`config.mk`:
```
export PLATFORM = sky130hd
export DESIGN_NAME = ustar_header_checker_core
export DESIGN_NICKNAME = d
export VERILOG_FILES = /design/src/sv/ushc_pkg.sv /design/src/sv/ushc_hdr.sv /design/src/sv/ushc_out_reg.sv /design/src/sv/ustar_header_checker_core.sv
export SDC_FILE = /design/constraint.sdc
export NUM_CORES = 1
export LEC_CHECK = 0
export ABC_AREA = 1
export BUFFER_PORTS_ARGS = -buffer_cell sky130_fd_sc_hd__buf_2
export CORE_AREA = 2 2 214 132
export DETAILED_ROUTE_END_ITERATION = 16
export DIE_AREA = 0 0 216 134
export PLACE_DENSITY = 0.63
export SYNTH_ARGS = -nofsm -noshare
export SYNTH_HDL_FRONTEND = slang
export SYNTH_HIERARCHICAL = 1
export SYNTH_SLANG_ARGS = --single-unit
export TNS_END_PERCENT = 20
```
`constraint.sdc`:
```
create_clock -name clk -period 15 [get_ports clk]
set_clock_uncertainty 0.15 [all_clocks]
set_input_delay 3.75 -clock clk [delete_from_list [all_inputs] [get_ports clk]]
set_output_delay 3.75 -clock clk [all_outputs]
set_load 0.02 [all_outputs]
```
`src/sv/ushc_pkg.sv`:
```
// Shared types and constants for the ustar header checker.
package ushc_pkg;

  // header byte offsets
  localparam logic [8:0] HDR_LAST   = 9'd511;
  localparam logic [8:0] SIZE_FIRST = 9'd124;
  localparam logic [8:0] SIZE_END   = 9'd136;
  localparam logic [8:0] CK_FIRST   = 9'd148;
  localparam logic [8:0] CK_END     = 9'd156;
  localparam logic [8:0] TYPE_POS   = 9'd156;
  localparam logic [8:0] LINK_POS   = 9'd157;
  localparam logic [8:0] MAGIC_POS  = 9'd257;
  localparam logic [8:0] MAGIC_END  = 9'd262;
  localparam logic [8:0] MAGIC6_POS = 9'd262;
  localparam logic [8:0] VER_POS    = 9'd263;
  localparam logic [8:0] VER2_POS   = 9'd264;

  // characters
  localparam logic [7:0] CH_SPACE   = 8'h20;
  localparam logic [7:0] CH_ZERO    = 8'h30;
  localparam logic [7:0] CH_SYMLINK = 8'h32;
  localparam logic [7:0] CH_DIR     = 8'h35;
  localparam logic [7:0] CH_TAB     = 8'h09;
  localparam logic [7:0] CH_CR      = 8'h0D;

  // status codes
  localparam logic [2:0] ST_OK         = 3'd0;
  localparam logic [2:0] ST_END        = 3'd1;
  localparam logic [2:0] ST_BAD_MAGIC  = 3'd2;
  localparam logic [2:0] ST_BAD_CKSUM  = 3'd3;
  localparam logic [2:0] ST_BAD_LINK   = 3'd4;

  // entry type codes
  localparam logic [1:0] ET_REGULAR = 2'd0;
  localparam logic [1:0] ET_SYMLINK = 2'd1;
  localparam logic [1:0] ET_DIR     = 2'd2;
  localparam logic [1:0] ET_UNKNOWN = 2'd3;

  // size field parse phases
  localparam logic [1:0] SZ_LEAD   = 2'd0;
  localparam logic [1:0] SZ_DIGITS = 2'd1;
  localparam logic [1:0] SZ_DONE   = 2'd2;

  typedef struct packed {
    logic [2:0]  status;
    logic [1:0]  entry_type;
    logic [35:0] file_size;
    logic [27:0] payload_blocks;
  } result_t;

endpackage

```
`src/sv/ushc_hdr.sv`:
```
// Per-byte header state: running sum, field parsers, end-of-header verdict.
module ushc_hdr import ushc_pkg::*; (
  input  logic       clk,
  input  logic       rst,
  input  logic       en,
  input  logic [7:0] b,
  input  logic       strict_mode,
  output logic       res_valid,
  output result_t    res
);

  logic [8:0]  pos, pos_next;
  logic [16:0] byte_sum, byte_sum_next;
  logic [23:0] ck, ck_next;
  logic        ck_done, ck_done_next;
  logic [35:0] size_value, size_value_next;
  logic [1:0]  size_phase, size_phase_next;
  logic        magic_good, magic_good_next;
  logic [7:0]  type_byte, type_byte_next;
  logic        link_nonempty, link_nonempty_next;
  logic        header_empty, header_empty_next;
  logic        previous_empty, previous_empty_next;
  logic [36:0] left, left_next;
  logic        halted, halted_next;

  logic [7:0]  sum_add;
  logic [8:0]  magic_off;
  logic [36:0] size_round;
  logic        b_octal, b_blank;

  function automatic logic [7:0] magic_char(input logic [2:0] idx);
    logic [7:0] c;
    c = 8'h00;
    unique case (idx)
      3'd0:    c = 8'h75; // u
      3'd1:    c = 8'h73; // s
      3'd2:    c = 8'h74; // t
      3'd3:    c = 8'h61; // a
      3'd4:    c = 8'h72; // r
      default: c = 8'h00;
    endcase
    return c;
  endfunction

  assign b_octal    = (b[7:3] == CH_ZERO[7:3]);
  assign b_blank    = (b == CH_SPACE) || (b >= CH_TAB && b <= CH_CR);
  assign magic_off  = pos - MAGIC_POS;
  assign size_round = {1'b0, size_value} + 37'd511;

  always_comb begin
    pos_next            = pos;
    byte_sum_next       = byte_sum;
    ck_next             = ck;
    ck_done_next        = ck_done;
    size_value_next     = size_value;
    size_phase_next     = size_phase;
    magic_good_next     = magic_good;
    type_byte_next      = type_byte;
    link_nonempty_next  = link_nonempty;
    header_empty_next   = header_empty;
    previous_empty_next = previous_empty;
    left_next           = left;
    halted_next         = halted;
    sum_add             = b;
    res_valid           = 1'b0;
    res                 = '0;

    if (en && !halted) begin
      if (left != '0) begin
        left_next = left - 37'd1;
      end else begin
        if (pos == '0) begin
          header_empty_next = (b == 8'h00);
        end
        // checksum field counts as spaces
        if (pos >= CK_FIRST && pos < CK_END) begin
          sum_add = CH_SPACE;
          if (!ck_done) begin
            if (b_octal) begin
              ck_next = {ck[20:0], b[2:0]};
            end else begin
              ck_done_next = 1'b1;
            end
          end
        end
        byte_sum_next = byte_sum + {9'd0, sum_add};

        if (pos >= SIZE_FIRST && pos < SIZE_END && size_phase != SZ_DONE) begin
          if (size_phase == SZ_LEAD && b_blank) begin
            size_phase_next = SZ_LEAD;
          end else if (b_octal) begin
            size_value_next = {size_value[32:0], b[2:0]};
            size_phase_next = SZ_DIGITS;
          end else begin
            size_phase_next = SZ_DONE;
          end
        end

        if (pos == TYPE_POS) type_byte_next = b;
        if (pos == LINK_POS) link_nonempty_next = (b != 8'h00);
        if (pos >= MAGIC_POS && pos < MAGIC_END && b != magic_char(magic_off[2:0]))
          magic_good_next = 1'b0;
        if (pos == MAGIC6_POS && strict_mode && b == CH_ZERO)
          magic_good_next = 1'b0;
        if ((pos == VER_POS || pos == VER2_POS) && strict_mode && b != CH_ZERO)
          magic_good_next = 1'b0;

        if (pos != HDR_LAST) begin
          pos_next = pos + 9'd1;
        end else begin
          // end of header: verdict, then clear per-header state
          if (header_empty) begin
            if (previous_empty) begin
              res_valid   = 1'b1;
              res.status  = ST_END;
              halted_next = 1'b1;
            end else begin
              previous_empty_next = 1'b1;
            end
          end else begin
            previous_empty_next = 1'b0;
            res_valid           = 1'b1;
            priority if (!magic_good) begin
              res.status = ST_BAD_MAGIC;
            end else if ({7'd0, byte_sum_next} != ck) begin
              res.status = ST_BAD_CKSUM;
            end else if (type_byte == CH_SYMLINK && !link_nonempty) begin
              res.status = ST_BAD_LINK;
            end else begin
              res.status = ST_OK;
            end
            if (res.status != ST_OK) begin
              halted_next = 1'b1;
            end else begin
              res.file_size = size_value;
              priority if (type_byte == 8'h00 || type_byte == CH_ZERO) begin
                res.entry_type     = ET_REGULAR;
                res.payload_blocks = size_round[36:9];
                left_next          = {size_round[36:9], 9'd0};
              end else if (type_byte == CH_SYMLINK) begin
                res.entry_type = ET_SYMLINK;
              end else if (type_byte == CH_DIR) begin
                res.entry_type = ET_DIR;
              end else begin
                res.entry_type = ET_UNKNOWN;
              end
            end
          end
          pos_next           = '0;
          byte_sum_next      = '0;
          ck_next            = '0;
          ck_done_next       = 1'b0;
          size_value_next    = '0;
          size_phase_next    = SZ_LEAD;
          magic_good_next    = 1'b1;
          type_byte_next     = '0;
          link_nonempty_next = 1'b0;
          header_empty_next  = 1'b0;
        end
      end
    end
  end

  always_ff @(posedge clk) begin
    if (rst) begin
      pos            <= '0;
      byte_sum       <= '0;
      ck             <= '0;
      ck_done        <= 1'b0;
      size_value     <= '0;
      size_phase     <= SZ_LEAD;
      magic_good     <= 1'b1;
      type_byte      <= '0;
      link_nonempty  <= 1'b0;
      header_empty   <= 1'b0;
      previous_empty <= 1'b0;
      left           <= '0;
      halted         <= 1'b0;
    end else begin
      pos            <= pos_next;
      byte_sum       <= byte_sum_next;
      ck             <= ck_next;
      ck_done        <= ck_done_next;
      size_value     <= size_value_next;
      size_phase     <= size_phase_next;
      magic_good     <= magic_good_next;
      type_byte      <= type_byte_next;
      link_nonempty  <= link_nonempty_next;
      header_empty   <= header_empty_next;
      previous_empty <= previous_empty_next;
      left           <= left_next;
      halted         <= halted_next;
    end
  end

`ifndef ASSERT_OFF
  // once halted, only reset leaves the halted state
  a_halt_sticky: assert property (@(posedge clk) disable iff (rst)
    halted |=> halted) else $error("halted state dropped without reset");

  // a failing verdict halts the block
  a_fail_halts: assert property (@(posedge clk) disable iff (rst)
    (res_valid && res.status != ST_OK) |=> halted)
    else $error("error status did not halt");

  // no verdict while skipping payload
  a_skip_quiet: assert property (@(posedge clk) disable iff (rst)
    (left != '0) |-> !res_valid) else $error("result during payload skip");

  // payload skip only starts at a header boundary
  a_skip_aligned: assert property (@(posedge clk) disable iff (rst)
    (left != '0) |-> (pos == '0)) else $error("payload skip mid-header");
`endif

endmodule

```
`src/sv/ushc_out_reg.sv`:
```
// Result register with valid/stall handshake toward the receiver.
module ushc_out_reg import ushc_pkg::*; (
  input  logic        clk,
  input  logic        rst,
  input  logic        load,
  input  result_t     res,
  input  logic        out_stall,
  output logic        out_valid,
  output logic [2:0]  status,
  output logic [1:0]  entry_type,
  output logic [35:0] file_size,
  output logic [27:0] payload_blocks
);

  result_t data;

  always_ff @(posedge clk) begin
    if (rst) begin
      out_valid <= 1'b0;
    end else if (load) begin
      out_valid <= 1'b1;
    end else if (!out_stall) begin
      out_valid <= 1'b0;
    end
  end

  always_ff @(posedge clk) begin
    if (load) begin
      data <= res;
    end
  end

  assign status         = data.status;
  assign entry_type     = data.entry_type;
  assign file_size      = data.file_size;
  assign payload_blocks = data.payload_blocks;

endmodule

```
`src/sv/ustar_header_checker_core.sv`:
```
// Top level of the ustar header checker: input register, header logic, result register.
//
// Usage:
//   Input channel (in_valid / in_stall / archive_byte) carries the raw archive
//   stream, one byte per transaction, headers and payload alike. Each 512-byte
//   header yields one result transaction on the output channel (out_valid /
//   out_stall / status, entry_type, file_size, payload_blocks), except a lone
//   empty header which is skipped. Payload of regular files is consumed silently.
// Throughput: one byte per cycle unless a full result register is stalled;
//   the header logic is a single register-to-register step per byte.
// Result path: the last byte of a header waits in the input register, and its
//   verdict is formed combinationally and captured in the result register.
// Stall: while the receiver stalls and the result register is full, the input
//   register keeps one byte and in_stall rises only if it holds one, so the
//   sender is held back without losing data.
// Reset (rst, synchronous): clears header state, the payload skip counter, the
//   halt flag and strict_mode. Any status other than ok halts the block; all
//   later bytes are accepted and dropped until reset.
// Configuration: cfg_we writes cfg_data into strict_mode; write only while idle.
module ustar_header_checker_core import ushc_pkg::*; (
  input  logic        clk,
  input  logic        rst,
  input  logic        cfg_we,
  input  logic        cfg_data,
  input  logic        in_valid,
  output logic        in_stall,
  input  logic [7:0]  archive_byte,
  output logic        out_valid,
  input  logic        out_stall,
  output logic [2:0]  status,
  output logic [1:0]  entry_type,
  output logic [35:0] file_size,
  output logic [27:0] payload_blocks
);

  logic       strict_mode;
  logic       s1_valid;
  logic [7:0] s1_byte;
  logic       advance;
  logic       in_accept;
  logic       res_valid;
  result_t    res;

  // the byte in the input register moves on when the result slot is free or not stalled
  assign advance   = !out_valid || !out_stall;
  assign in_stall  = s1_valid && !advance;
  assign in_accept = in_valid && !in_stall;

  always_ff @(posedge clk) begin
    if (rst) begin
      strict_mode <= 1'b0;
    end else if (cfg_we) begin
      strict_mode <= cfg_data;
    end
  end

  always_ff @(posedge clk) begin
    if (rst) begin
      s1_valid <= 1'b0;
    end else if (in_accept) begin
      s1_valid <= 1'b1;
    end else if (advance) begin
      s1_valid <= 1'b0;
    end
  end

  always_ff @(posedge clk) begin
    if (in_accept) begin
      s1_byte <= archive_byte;
    end
  end

  ushc_hdr u_hdr (
    .clk         (clk),
    .rst         (rst),
    .en          (s1_valid && advance),
    .b           (s1_byte),
    .strict_mode (strict_mode),
    .res_valid   (res_valid),
    .res         (res)
  );

  ushc_out_reg u_out (
    .clk            (clk),
    .rst            (rst),
    .load           (res_valid),
    .res            (res),
    .out_stall      (out_stall),
    .out_valid      (out_valid),
    .status         (status),
    .entry_type     (entry_type),
    .file_size      (file_size),
    .payload_blocks (payload_blocks)
  );

endmodule
```
==> results.json, run 1 <==
{
  "status": "completed",
  "postSynth.asyncResetShare_pct": 0,
  "die_area_um2": 28900,
  "pwr_density_cell_nw_per_um2": 102,
  "cp-start-kind": "input pin",
  "intPower_mw": 1.03,
  "netSwitchingPower_mw": 0.339,
  "yosysSeqAreaShare_pct": 43.3,
  "core-area_um2": 27100,
  "synthMuxAreaShare_pct": 0.0840,
  "num-fill-cells": 2676,
  "wl_met3_um": 3040,
  "postSynthNetCount": 1639,
  "post-route-min-period_ps": 8080,
  "synthSimpleGateAreaFrac_pct": 32.9,
  "crit_path_end_kind": "output pin",
  "dr_wl_met2_um": 11800,
  "ctsResizeCount": 0,
  "drtIter0Drc": 1279,
  "maxCapViolations": 0,
  "setup_tns_ps": 0,
  "hpwl_um": 24200,
  "cts_num_sinks": 219,
  "io_buffer_count": 84,
  "ys_types": 53,
  "antenna_found_initial": 0,
  "crit_type": "input pin to output pin",
  "power_frac_seq_pct": 46.0,
  "wl_um": 33400,
  "met1_length_um": 18100,
  "drive_gt1_share_pct": 11.4,
  "setup_violations": 0,
  "grt_pass1_vias": 9388,
  "rsz0062_at_grt": "no",
  "synth_top_cell_by_area": "dfxtp_1",
  "cts-root-buf": "clkbuf_16",
  "grt_pass1_wl_um": 52800,
  "wl_per_cell_um": 16.3,
  "yosys-top-cells-area": "dfxtp_1, edfxtp_1, nand2_1",
  "drc": 0,
  "grt_overflow": 0,
  "yosysWarnings": 6,
  "rows": 47,
  "pwr-share-clk_pct": 45.6,
  "initial_utilization_pct": 44.0,
  "diodes": 0,
  "drt-vias-per-instance": 5.26,
  "hold_viol": 0,
  "synth_area_um2": 11900,
  "ys_ff_latch": 219,
  "num_vias": 10773,
  "clk_latency_ps": 530,
  "post-cts-setup-buffer-count": 0,
  "worstPathMaxFanout": 3,
  "worstPathRequired_ps": 11100,
  "drtAntennaViolNets": 0,
  "io_pins": 85,
  "die_h_um": 134,
  "hold_class": "flip-flop to flip-flop",
  "area_growth_syn_to_layout_pct": 12.8,
  "combinationalPowerShare_pct": 8.4,
  "synth_edf_count": 77,
  "ir_worst_vdd_uv": 72.5,
  "final_area_um2": 13400,
  "ctsHoldBuffers": 0,
  "tightest_slew_ps": 1100,
  "avgSynthCellArea_um2": 7.42,
  "p_leak_nw": 4.87,
  "maxSlewViolCount": 0,
  "synth_compound_area_share_pct": 10.0,
  "place_area_um2": 12600,
  "final_nets": 1698,
  "ys.flop_type": "dfxtp_1",
  "crit_arrival_ps": 4180,
  "cts_tree": "yes",
  "firstDrtPassIters": 6,
  "grt_max_degree": 76,
  "die-width_um": 216,
  "synth_xor_area_share_pct": 3.16,
  "gp_congestion": 0.923,
  "synth_top_family_by_area": "simple AND/OR/NAND/NOR gates",
  "htree_levels": 1,
  "top_layer_used": "met4",
  "period_share_pct": 53.8,
  "p_sw_share_pct": 24.7,
  "netlist_instances": 1606,
  "fin_util_pct": 49.7,
  "cts_made_buffers": 24,
  "path_clk_slew_ps": 60,
  "slew_headroom_pct": 26.6,
  "fmax_ghz": 0.124,
  "synth_fa_ha_area_share_pct": 2.06,
  "synth_top_area_share_pct": 23.9,
  "grt_usage_pct": 22.8,
  "cts_max_path_buffers": 3
}
-- per-stage QoR --
step,hold slack (ps),power (mW),worst slack (ps),instances
finish,313,1.37,6920,2050
global route,326,1.42,6890,2050
CTS,315,1.38,6920,2050
detailed placement,304,0.758,6920,2006
global placement,293,0.755,6930,2006
floorplan,276,0.731,6970,1606
-- critical path: stages --
cell	delay [ps]
buf_2	110
nand3_2	100
inv_1	70
buf_2	150
-- flip-flops by register name, summed over array words and instances, names as in the netlist, 3 cells and up --
| register | cells |
|---|---|
| u_hdr/left | 37 |
| u_out/file_size | 36 |
| u_hdr/type_byte | 8 |
| u_hdr/pos | 9 |
| s1_byte | 8 |
| u_hdr/size_value | 36 |
| u_hdr/byte_sum | 17 |
| u_hdr/ck | 24 |
| u_out/status | 3 |
| u_out/payload_blocks | 28 |
-- final timing paths --
kind                                                 from                             to  slack, ps  depth (start not counted)
worst max-delay path                            out_stall                       in_stall       6920                          4
worst min-delay path            u_hdr/ck[22]$_SDFFE_PP0P_      u_hdr/ck[22]$_SDFFE_PP0P_        310                          2
worst max register to register  u_hdr/pos[7]$_SDFFE_PP0P_  u_out/entry_type[0]$_DFFE_PP_       9580                         23
worst min register to register  u_hdr/ck[22]$_SDFFE_PP0P_      u_hdr/ck[22]$_SDFFE_PP0P_        310                          2
-- synth_stat cells (all sizes together) (2+ instances only) --
library cell  number
or2                3
xnor2             10
ha                18
o41ai              2
o21a               2
a21oi             76
xor2              33
inv              198
a31oi              4
buf               21
nor2             236
o211ai             2
a21boi             3
edfxtp            77
o2111ai            2
nand2            358
a211oi            39
nor3              78
nor4              22
a32oi              2
nor3b              3
o21ai             67
nand4             19
nand3            127
clkbuf            38
nand3b            12
dfxtp            142
o22ai              2
-- final cells by class --
cell class / count / area (um^2) / share of cell area [%]
multi-input combinational: 1129 / 5760 / 42.9
sequential: 219 / 5150 / 38.4
inverter: 199 / 747 / 5.56
timing repair buffer: 92 / 480 / 3.58
clock inverter: 17 / 196 / 1.46
clock buffer: 27 / 633 / 4.71
tap: 367 / 459 / 3.42
-- metal layers --
layer / global-route usage, % / vias to the layer above
met5: 0 / -
met4: 3.77 / 0
met3: 5.26 / 34
met2: 27.4 / 386
met1: 39.3 / 4927
li1: - / 5426
-- power by group through the flow --
stage | clock, mW | sequential, mW | combinational, mW
2_1_floorplan | 0 | 0.642 | 0.0895
3_3_place_gp | 0 | 0.645 | 0.110
3_5_place_dp | 0 | 0.645 | 0.112
4_1_cts | 0.639 | 0.632 | 0.113
5_1_grt | 0.659 | 0.634 | 0.130
6_report | 0.627 | 0.633 | 0.115
-- cell families (layout without fill, tap and decap cells) --
group                      Yosys count  in the layout
buffers and inverters              258            335
xor gates and xnor gates            43             43
AOI/OAI and AO/OA                  205            205
DFF                                219            219
and+or+nand+nor                    861            861
muxes                                1              1
adders and majority gates           19             19
-- placed cells by master (no fill, tap or decap), drive strengths merged, types with 19 or more instances in the layout --
cell	synthesis	final
edfxtp	77	77
dfxtp	142	142
a21oi	76	76
nand3	127	127
clkbuf	38	27
nor4	22	22
a211oi	39	39
inv	198	198
nand4	19	19
nor2	236	236
buf	21	92
o21ai	67	67
xor2	33	33
nand2	358	358
nor3	78	78
No activity file was read; power rests on OpenSTA's default activity.
==> run 2: changes to the inputs <==
--- a/config.mk
+++ b/config.mk
@@ -10,7 +10,7 @@
 export CORE_AREA = 2 2 214 132
 export DETAILED_ROUTE_END_ITERATION = 16
 export DIE_AREA = 0 0 216 134
-export PLACE_DENSITY = 0.63
+export PLACE_DENSITY = 0.65
 export SYNTH_ARGS = -nofsm -noshare
 export SYNTH_HDL_FRONTEND = slang
 export SYNTH_HIERARCHICAL = 1
==> constraint.sdc (replaced) <==
create_clock -name clk -period 6.5 [get_ports clk]
set_clock_uncertainty 0.15 [all_clocks]
set_input_delay 1.625 -clock clk [delete_from_list [all_inputs] [get_ports clk]]
set_output_delay 1.625 -clock clk [all_outputs]
set_load 0.02 [all_outputs]
==> run 2 against run 1 <==
Core utilization barely moved. Total power rose by 130%. Cell count barely moved. Via count rose by 1.9%. Worst setup slack got worse by 5500 ps. Global-route usage rose by 0.39 points. Critical endpoint is now u_hdr/left[9]$_SDFFE_PP0P_. Critical path depth rose by 24. First-iteration DRC count barely moved. Largest cell class unchanged. Cell area barely moved. Sequential share of layout area barely moved. Sequential power rose by 130%.
==> results.json, run 2 (synthesized netlist as in run 1, its figures left out) <==
{
  "gp_congestion": 0.950,
  "cts_num_sinks": 219,
  "cts_max_path_buffers": 3,
  "crit_type": "flip-flop to flip-flop",
  "netSwitchingPower_mw": 0.769,
  "fmax_ghz": 0.198,
  "antenna_found_initial": 0,
  "p_leak_nw": 4.86,
  "maxSlewViolCount": 0,
  "drive_gt1_share_pct": 11.6,
  "cts_tree": "yes",
  "fin_util_pct": 49.6,
  "post-route-min-period_ps": 5050,
  "ir_worst_vdd_uv": 158,
  "setup_tns_ps": 0,
  "num-fill-cells": 2667,
  "final_common_cell": "nand2_1",
  "cp_common_cell": "nand2_1",
  "area_growth_syn_to_layout_pct": 12.7,
  "slowest_delay_ps": 590,
  "largest_reg_flops": 37,
  "rows": 47,
  "mostFrequentLayoutCells": "nand2_1, nor2_1, inv_1",
  "crit_path_end_kind": "flip-flop",
  "slew_headroom_pct": 25.0,
  "intPower_mw": 2.34,
  "whs_ps": 309,
  "die_h_um": 134,
  "hold_class": "flip-flop to flip-flop",
  "diodes": 0,
  "grt_max_degree": 77,
  "rsz0062_at_grt": "no",
  "grt_pass1_vias": 9594,
  "cp-start-kind": "flip-flop",
  "p_sw_share_pct": 24.7,
  "status": "completed",
  "ctsHoldBuffers": 0,
  "finalPower_mw": 3.11,
  "die_area_um2": 28900,
  "core-area_um2": 27100,
  "pwr_density_cell_nw_per_um2": 232,
  "wl_per_cell_um": 16.3,
  "crit_arrival_ps": 5370,
  "post-cts-setup-buffer-count": 0,
  "clk_latency_ps": 530,
  "crit_slowest_cell": "buf_4",
  "final_nets": 1698,
  "worstPathRequired_ps": 6810,
  "io_buffer_count": 84,
  "io_pins": 85,
  "firstDrtPassIters": 6,
  "period_share_pct": 77.7,
  "grt_usage_pct": 23.2,
  "worstPathMaxFanout": 75,
  "grt_overflow": 0,
  "tightest_slew_ps": 1120,
  "drtAntennaViolNets": 0,
  "hpwl_um": 24400,
  "num_vias": 10983,
  "grt_pass1_wl_um": 53300,
  "hold_viol": 0,
  "combinationalPowerShare_pct": 8.5,
  "wl_um": 33400,
  "die-width_um": 216,
  "power_frac_seq_pct": 46.9,
  "initial_utilization_pct": 44.0,
  "path_clk_slew_ps": 70,
  "maxCapViolations": 0,
  "htree_levels": 1,
  "cts-root-buf": "clkbuf_16",
  "ctsResizeCount": 0,
  "top_register": "u_hdr/left",
  "setup_violations": 0,
  "drtIter0Drc": 1278,
  "cts_made_buffers": 23,
  "drc": 0,
  "drt-vias-per-instance": 5.36,
  "pwr-share-clk_pct": 44.6
}
run 2: cell count changes in the layout (fill, tap and decap cells not counted), sizes merged:
cell	change
buf	+1
inv	+3
clkinvlp	+1
clkbuf	+6
clkinv	-10
bufinv	-2
run 2: worst paths after layout:
kind                              from                    endpoint  slack, ps  cells after the start
max          u_hdr/pos[5]$_SDFFE_PP0P_  u_hdr/left[9]$_SDFFE_PP0P_       1450                     28
max reg2reg  u_hdr/pos[5]$_SDFFE_PP0P_  u_hdr/left[9]$_SDFFE_PP0P_       1450                     28
min          u_hdr/ck[23]$_SDFFE_PP0P_   u_hdr/ck[23]$_SDFFE_PP0P_        310                      2
min reg2reg  u_hdr/ck[23]$_SDFFE_PP0P_   u_hdr/ck[23]$_SDFFE_PP0P_        310                      2
run 2: through the flow:
| stage | cell area (um^2) | worst slack, ps | instances |
|---|---|---|---|
| 2_1_floorplan | 11900 | 592 | 1606 |
| 3_3_place_gp | 12600 | 1760 | 2007 |
| 3_5_place_dp | 12600 | 1560 | 2007 |
| 4_1_cts | 13400 | 1520 | 2049 |
| 5_1_grt | 13400 | 807 | 2049 |
| 6_report | 13400 | 1450 | 2049 |
run 2: cell type report:
class	instances	area [um^2]	area share [%]
multi-input cells	1129	5770	43.0
flip-flops and latches	219	5150	38.4
clock inverters	9	110	0.820
repair buffers	93	500	3.73
well taps	367	459	3.42
clock buffers	33	684	5.10
inverters	199	747	5.56
run 2: per-layer routing:
metal	GRT usage, %	up-vias	wire length (um)
li1	-	5418	-
met4	4.83	0	601
met2	28.1	485	11900
met5	0	-	0
met1	39.8	5036	17600
met3	4.63	44	3370
run 2: power by group through the flow:
| stage | logic, mW | registers [mW] | clock network [mW] |
|---|---|---|---|
| after global placement | 0.255 | 1.49 | 0 |
| after detailed placement | 0.260 | 1.49 | 0 |
| final | 0.264 | 1.46 | 1.39 |
| after global routing | 0.300 | 1.46 | 1.47 |
| after floorplan | 0.207 | 1.48 | 0 |
| after CTS | 0.262 | 1.46 | 1.42 |
run 2: worst max-delay path, delay by kind of cell, from the launching register on:
family,cells,cell delay (ps)
DFF,1,330
buffers and inverters,3,870
adders and majority gates,2,660
and+or+nand+nor,23,2900
==> run 3: changes to the inputs <==
--- a/config.mk
+++ b/config.mk
@@ -5,11 +5,11 @@
 export SDC_FILE = /design/constraint.sdc
 export NUM_CORES = 1
 export LEC_CHECK = 0
-export ABC_AREA = 1
+export ABC_AREA = 0
 export BUFFER_PORTS_ARGS = -buffer_cell sky130_fd_sc_hd__buf_2
-export CORE_AREA = 2 2 214 132
+export CORE_AREA = 2 2 206 127
 export DETAILED_ROUTE_END_ITERATION = 16
-export DIE_AREA = 0 0 216 134
+export DIE_AREA = 0 0 208 129
 export PLACE_DENSITY = 0.65
 export SYNTH_ARGS = -nofsm -noshare
 export SYNTH_HDL_FRONTEND = slang
==> constraint.sdc (replaced) <==
create_clock -name clk -period 4.35 [get_ports clk]
set_clock_uncertainty 0.15 [all_clocks]
set_input_delay 1.0875 -clock clk [delete_from_list [all_inputs] [get_ports clk]]
set_output_delay 1.0875 -clock clk [all_outputs]
set_load 0.02 [all_outputs]
==> run 3 against run 2 <==
Flip-flop and latch count unchanged. Synthesized cell count decreased by 24%. Maximum frequency increased by 19%. Cell count decreased by 19%. Largest cell class unchanged. Via count decreased by 13%.
==> results.json, run 3 <==
{
  "rows": 45,
  "fmax_ghz": 0.235,
  "yosys-top-cells-area": "dfxtp_1, edfxtp_1, a21oi_1",
  "largest_reg_flops": 37,
  "fin_util_pct": 52.0,
  "ys_ff_latch": 219,
  "wl_per_cell_um": 18.9,
  "yosysWarnings": 6,
  "crit_arrival_ps": 4520,
  "htree_levels": 1,
  "synthTopCellsByCount": "dfxtp_1, nor2_1, nand2_1",
  "drive_gt1_share_pct": 17.2,
  "drt-vias-per-instance": 5.77,
  "initial_utilization_pct": 44.6,
  "hold_viol": 0,
  "mostFrequentLayoutCells": "dfxtp_1, nor2_1, nand2_1",
  "yosysSeqAreaShare_pct": 46.5,
  "post-route-min-period_ps": 4260,
  "io_buffer_count": 84,
  "synth_area_um2": 11100,
  "drtIter0Drc": 1085,
  "top_register": "u_hdr/left",
  "grt_pass1_wl_um": 48700,
  "grt_pass1_vias": 8522,
  "whs_ps": 303,
  "hold_class": "flip-flop to flip-flop",
  "cp-startpoint": "u_hdr/pos[8]$_SDFFE_PP0P_",
  "ys_types": 83,
  "hold_start": "u_hdr/previous_empty$_SDFFE_PP0P_",
  "avgSynthCellArea_um2": 9.15,
  "drtAntennaViolNets": 0,
  "netlist_instances": 1213,
  "cts_made_buffers": 22,
  "drc": 0,
  "synth_edf_count": 77,
  "diodes": 0,
  "area_growth_syn_to_layout_pct": 16.6,
  "firstDrtPassIters": 5,
  "final_common_cell": "dfxtp_1",
  "maxSlewViolCount": 0,
  "clk_latency_ps": 520,
  "cts_tree": "yes",
  "worstPathMaxFanout": 7,
  "wl_um": 31300,
  "num_vias": 9531,
  "p_leak_nw": 4.29,
  "die-width_um": 208,
  "synth_top_cell_by_area": "dfxtp_1",
  "gp_congestion": 0.934,
  "maxCapViolations": 0,
  "tightest_slew_ps": 793,
  "final_nets": 1339,
  "die_h_um": 129,
  "grt_max_degree": 63,
  "pwr_density_cell_nw_per_um2": 573,
  "ir_worst_vdd_uv": 461,
  "grt_overflow": 0,
  "ys.flop_type": "dfxtp_1",
  "crit_path_end_kind": "flip-flop",
  "antenna_found_initial": 0,
  "setup_violations": 0,
  "synth_top_area_share_pct": 25.6,
  "core-area_um2": 24900,
  "path_clk_slew_ps": 70,
  "worstPathRequired_ps": 4610,
  "slew_headroom_pct": 46.9,
  "period_share_pct": 98.0,
  "postSynthNetCount": 1246,
  "postSynth.asyncResetShare_pct": 0,
  "placed_cells": 1607,
  "die_area_um2": 26800,
  "cp-start-kind": "flip-flop",
  "status": "completed",
  "cts_max_path_buffers": 3,
  "io_pins": 85,
  "cts_num_sinks": 219,
  "grt_usage_pct": 22.7,
  "final_cells": 1651,
  "synth_most_common_cell": "dfxtp_1",
  "crit_type": "flip-flop to flip-flop",
  "r2r-start": "u_hdr/pos[8]$_SDFFE_PP0P_",
  "cts-root-buf": "clkbuf_16",
  "rsz0062_at_grt": "yes",
  "hpwl_um": 22000
}
[run 3: changes by cell type after synthesis, moves of 33 or more]
| cell | change |
|---|---|
| nand2_1 | -240 |
| and2_1 | +45 |
| inv_1 | -165 |
| a211oi_1 | -33 |
| nand3_1 | -92 |
| nor2_1 | -102 |
| a21oi_1 | +34 |
[run 3: layout make-up]
| class | instances | area, um^2 |
|---|---|---|
| fillers | 2295 | 11900 |
| clock buffers | 30 | 632 |
| clock inverters | 10 | 130 |
| inverters | 26 | 97.6 |
| repair buffers | 142 | 905 |
| flip-flops and latches | 219 | 5150 |
| multi-input cells | 895 | 5610 |
| well taps | 329 | 412 |
[run 3: path summary, 6_finish.rpt]
path | end | slack (ps) | cells after the start
setup / recovery | u_hdr/left[28]$_SDFFE_PP0P_ | 90 | 16
hold / removal | u_hdr/previous_empty$_SDFFE_PP0P_ | 300 | 2
setup reg to reg | u_hdr/left[28]$_SDFFE_PP0P_ | 90 | 16
hold reg to reg | u_hdr/previous_empty$_SDFFE_PP0P_ | 300 | 2
[run 3: worst max-delay path, cell delays in order (launching register included)]
cell and delay, ps:
dfxtp_1 320, nor3_2 190, nand4_1 230, and2_1 220, ha_1 210, fa_1 520
xnor2_1 130, buf_4 140, o2111ai_1 110, nor4_1 340, nand4_1 160, nor4_2 190
nand4b_1 190, buf_6 190, o31a_4 390, or3_1 350, mux2i_1 130
[run 3: metrics by stage]
| step | worst slack (ps) | TNS, ps | cell area [um^2] | total power, mW |
|---|---|---|---|---|
| 2_1_floorplan | 5.77 | 0 | 11100 | 4.51 |
| 3_3_place_gp | -29.1 | -34.0 | 12100 | 5.22 |
| 5_1_grt | -84.6 | -1290 | 12900 | 7.80 |
| 3_5_place_dp | -156 | -1310 | 12100 | 5.27 |
| 6_report | 88.6 | 0 | 12900 | 7.41 |
| 4_1_cts | 18.0 | 0 | 12800 | 7.28 |
[run 3: what timing repair did]
action	CTS	global route
endpoints found under the setup margin	23	103
hold buffers	0	0
cloned	0	2
gates resized for setup	2	23
pin swaps	1	15
setup buffers	0	2
endpoints found under the hold margin	0	0
[run 3: routing by layer]
| layer | GRT usage [%] | vias up | routed length [um] |
|---|---|---|---|
| met4 | 3.17 | 0 | 299 |
| met1 | 38.4 | 4523 | 16200 |
| met3 | 4.49 | 29 | 3020 |
| li1 | - | 4571 | - |
| met5 | 0 | - | 0 |
| met2 | 29.2 | 408 | 11800 |
[run 3: report_power, final]
| part | internal, mW | switching [mW] | leakage, nW |
|---|---|---|---|
| clock | 1.20 | 0.824 | 0.374 |
| combinational | 1.11 | 1.84 | 2.22 |
| sequential | 2.27 | 0.161 | 1.70 |
[run 3: cells by family after synthesis]
group / synth area share (%)
adder cells (fa/ha/maj): 2.21
buffers and inverters: 4.00
AND/OR/NAND/NOR: 24.7
AO/OA/AOI/OAI: 16.0
flip-flops: 46.5
XOR/XNOR: 5.33
multiplexers: 1.35
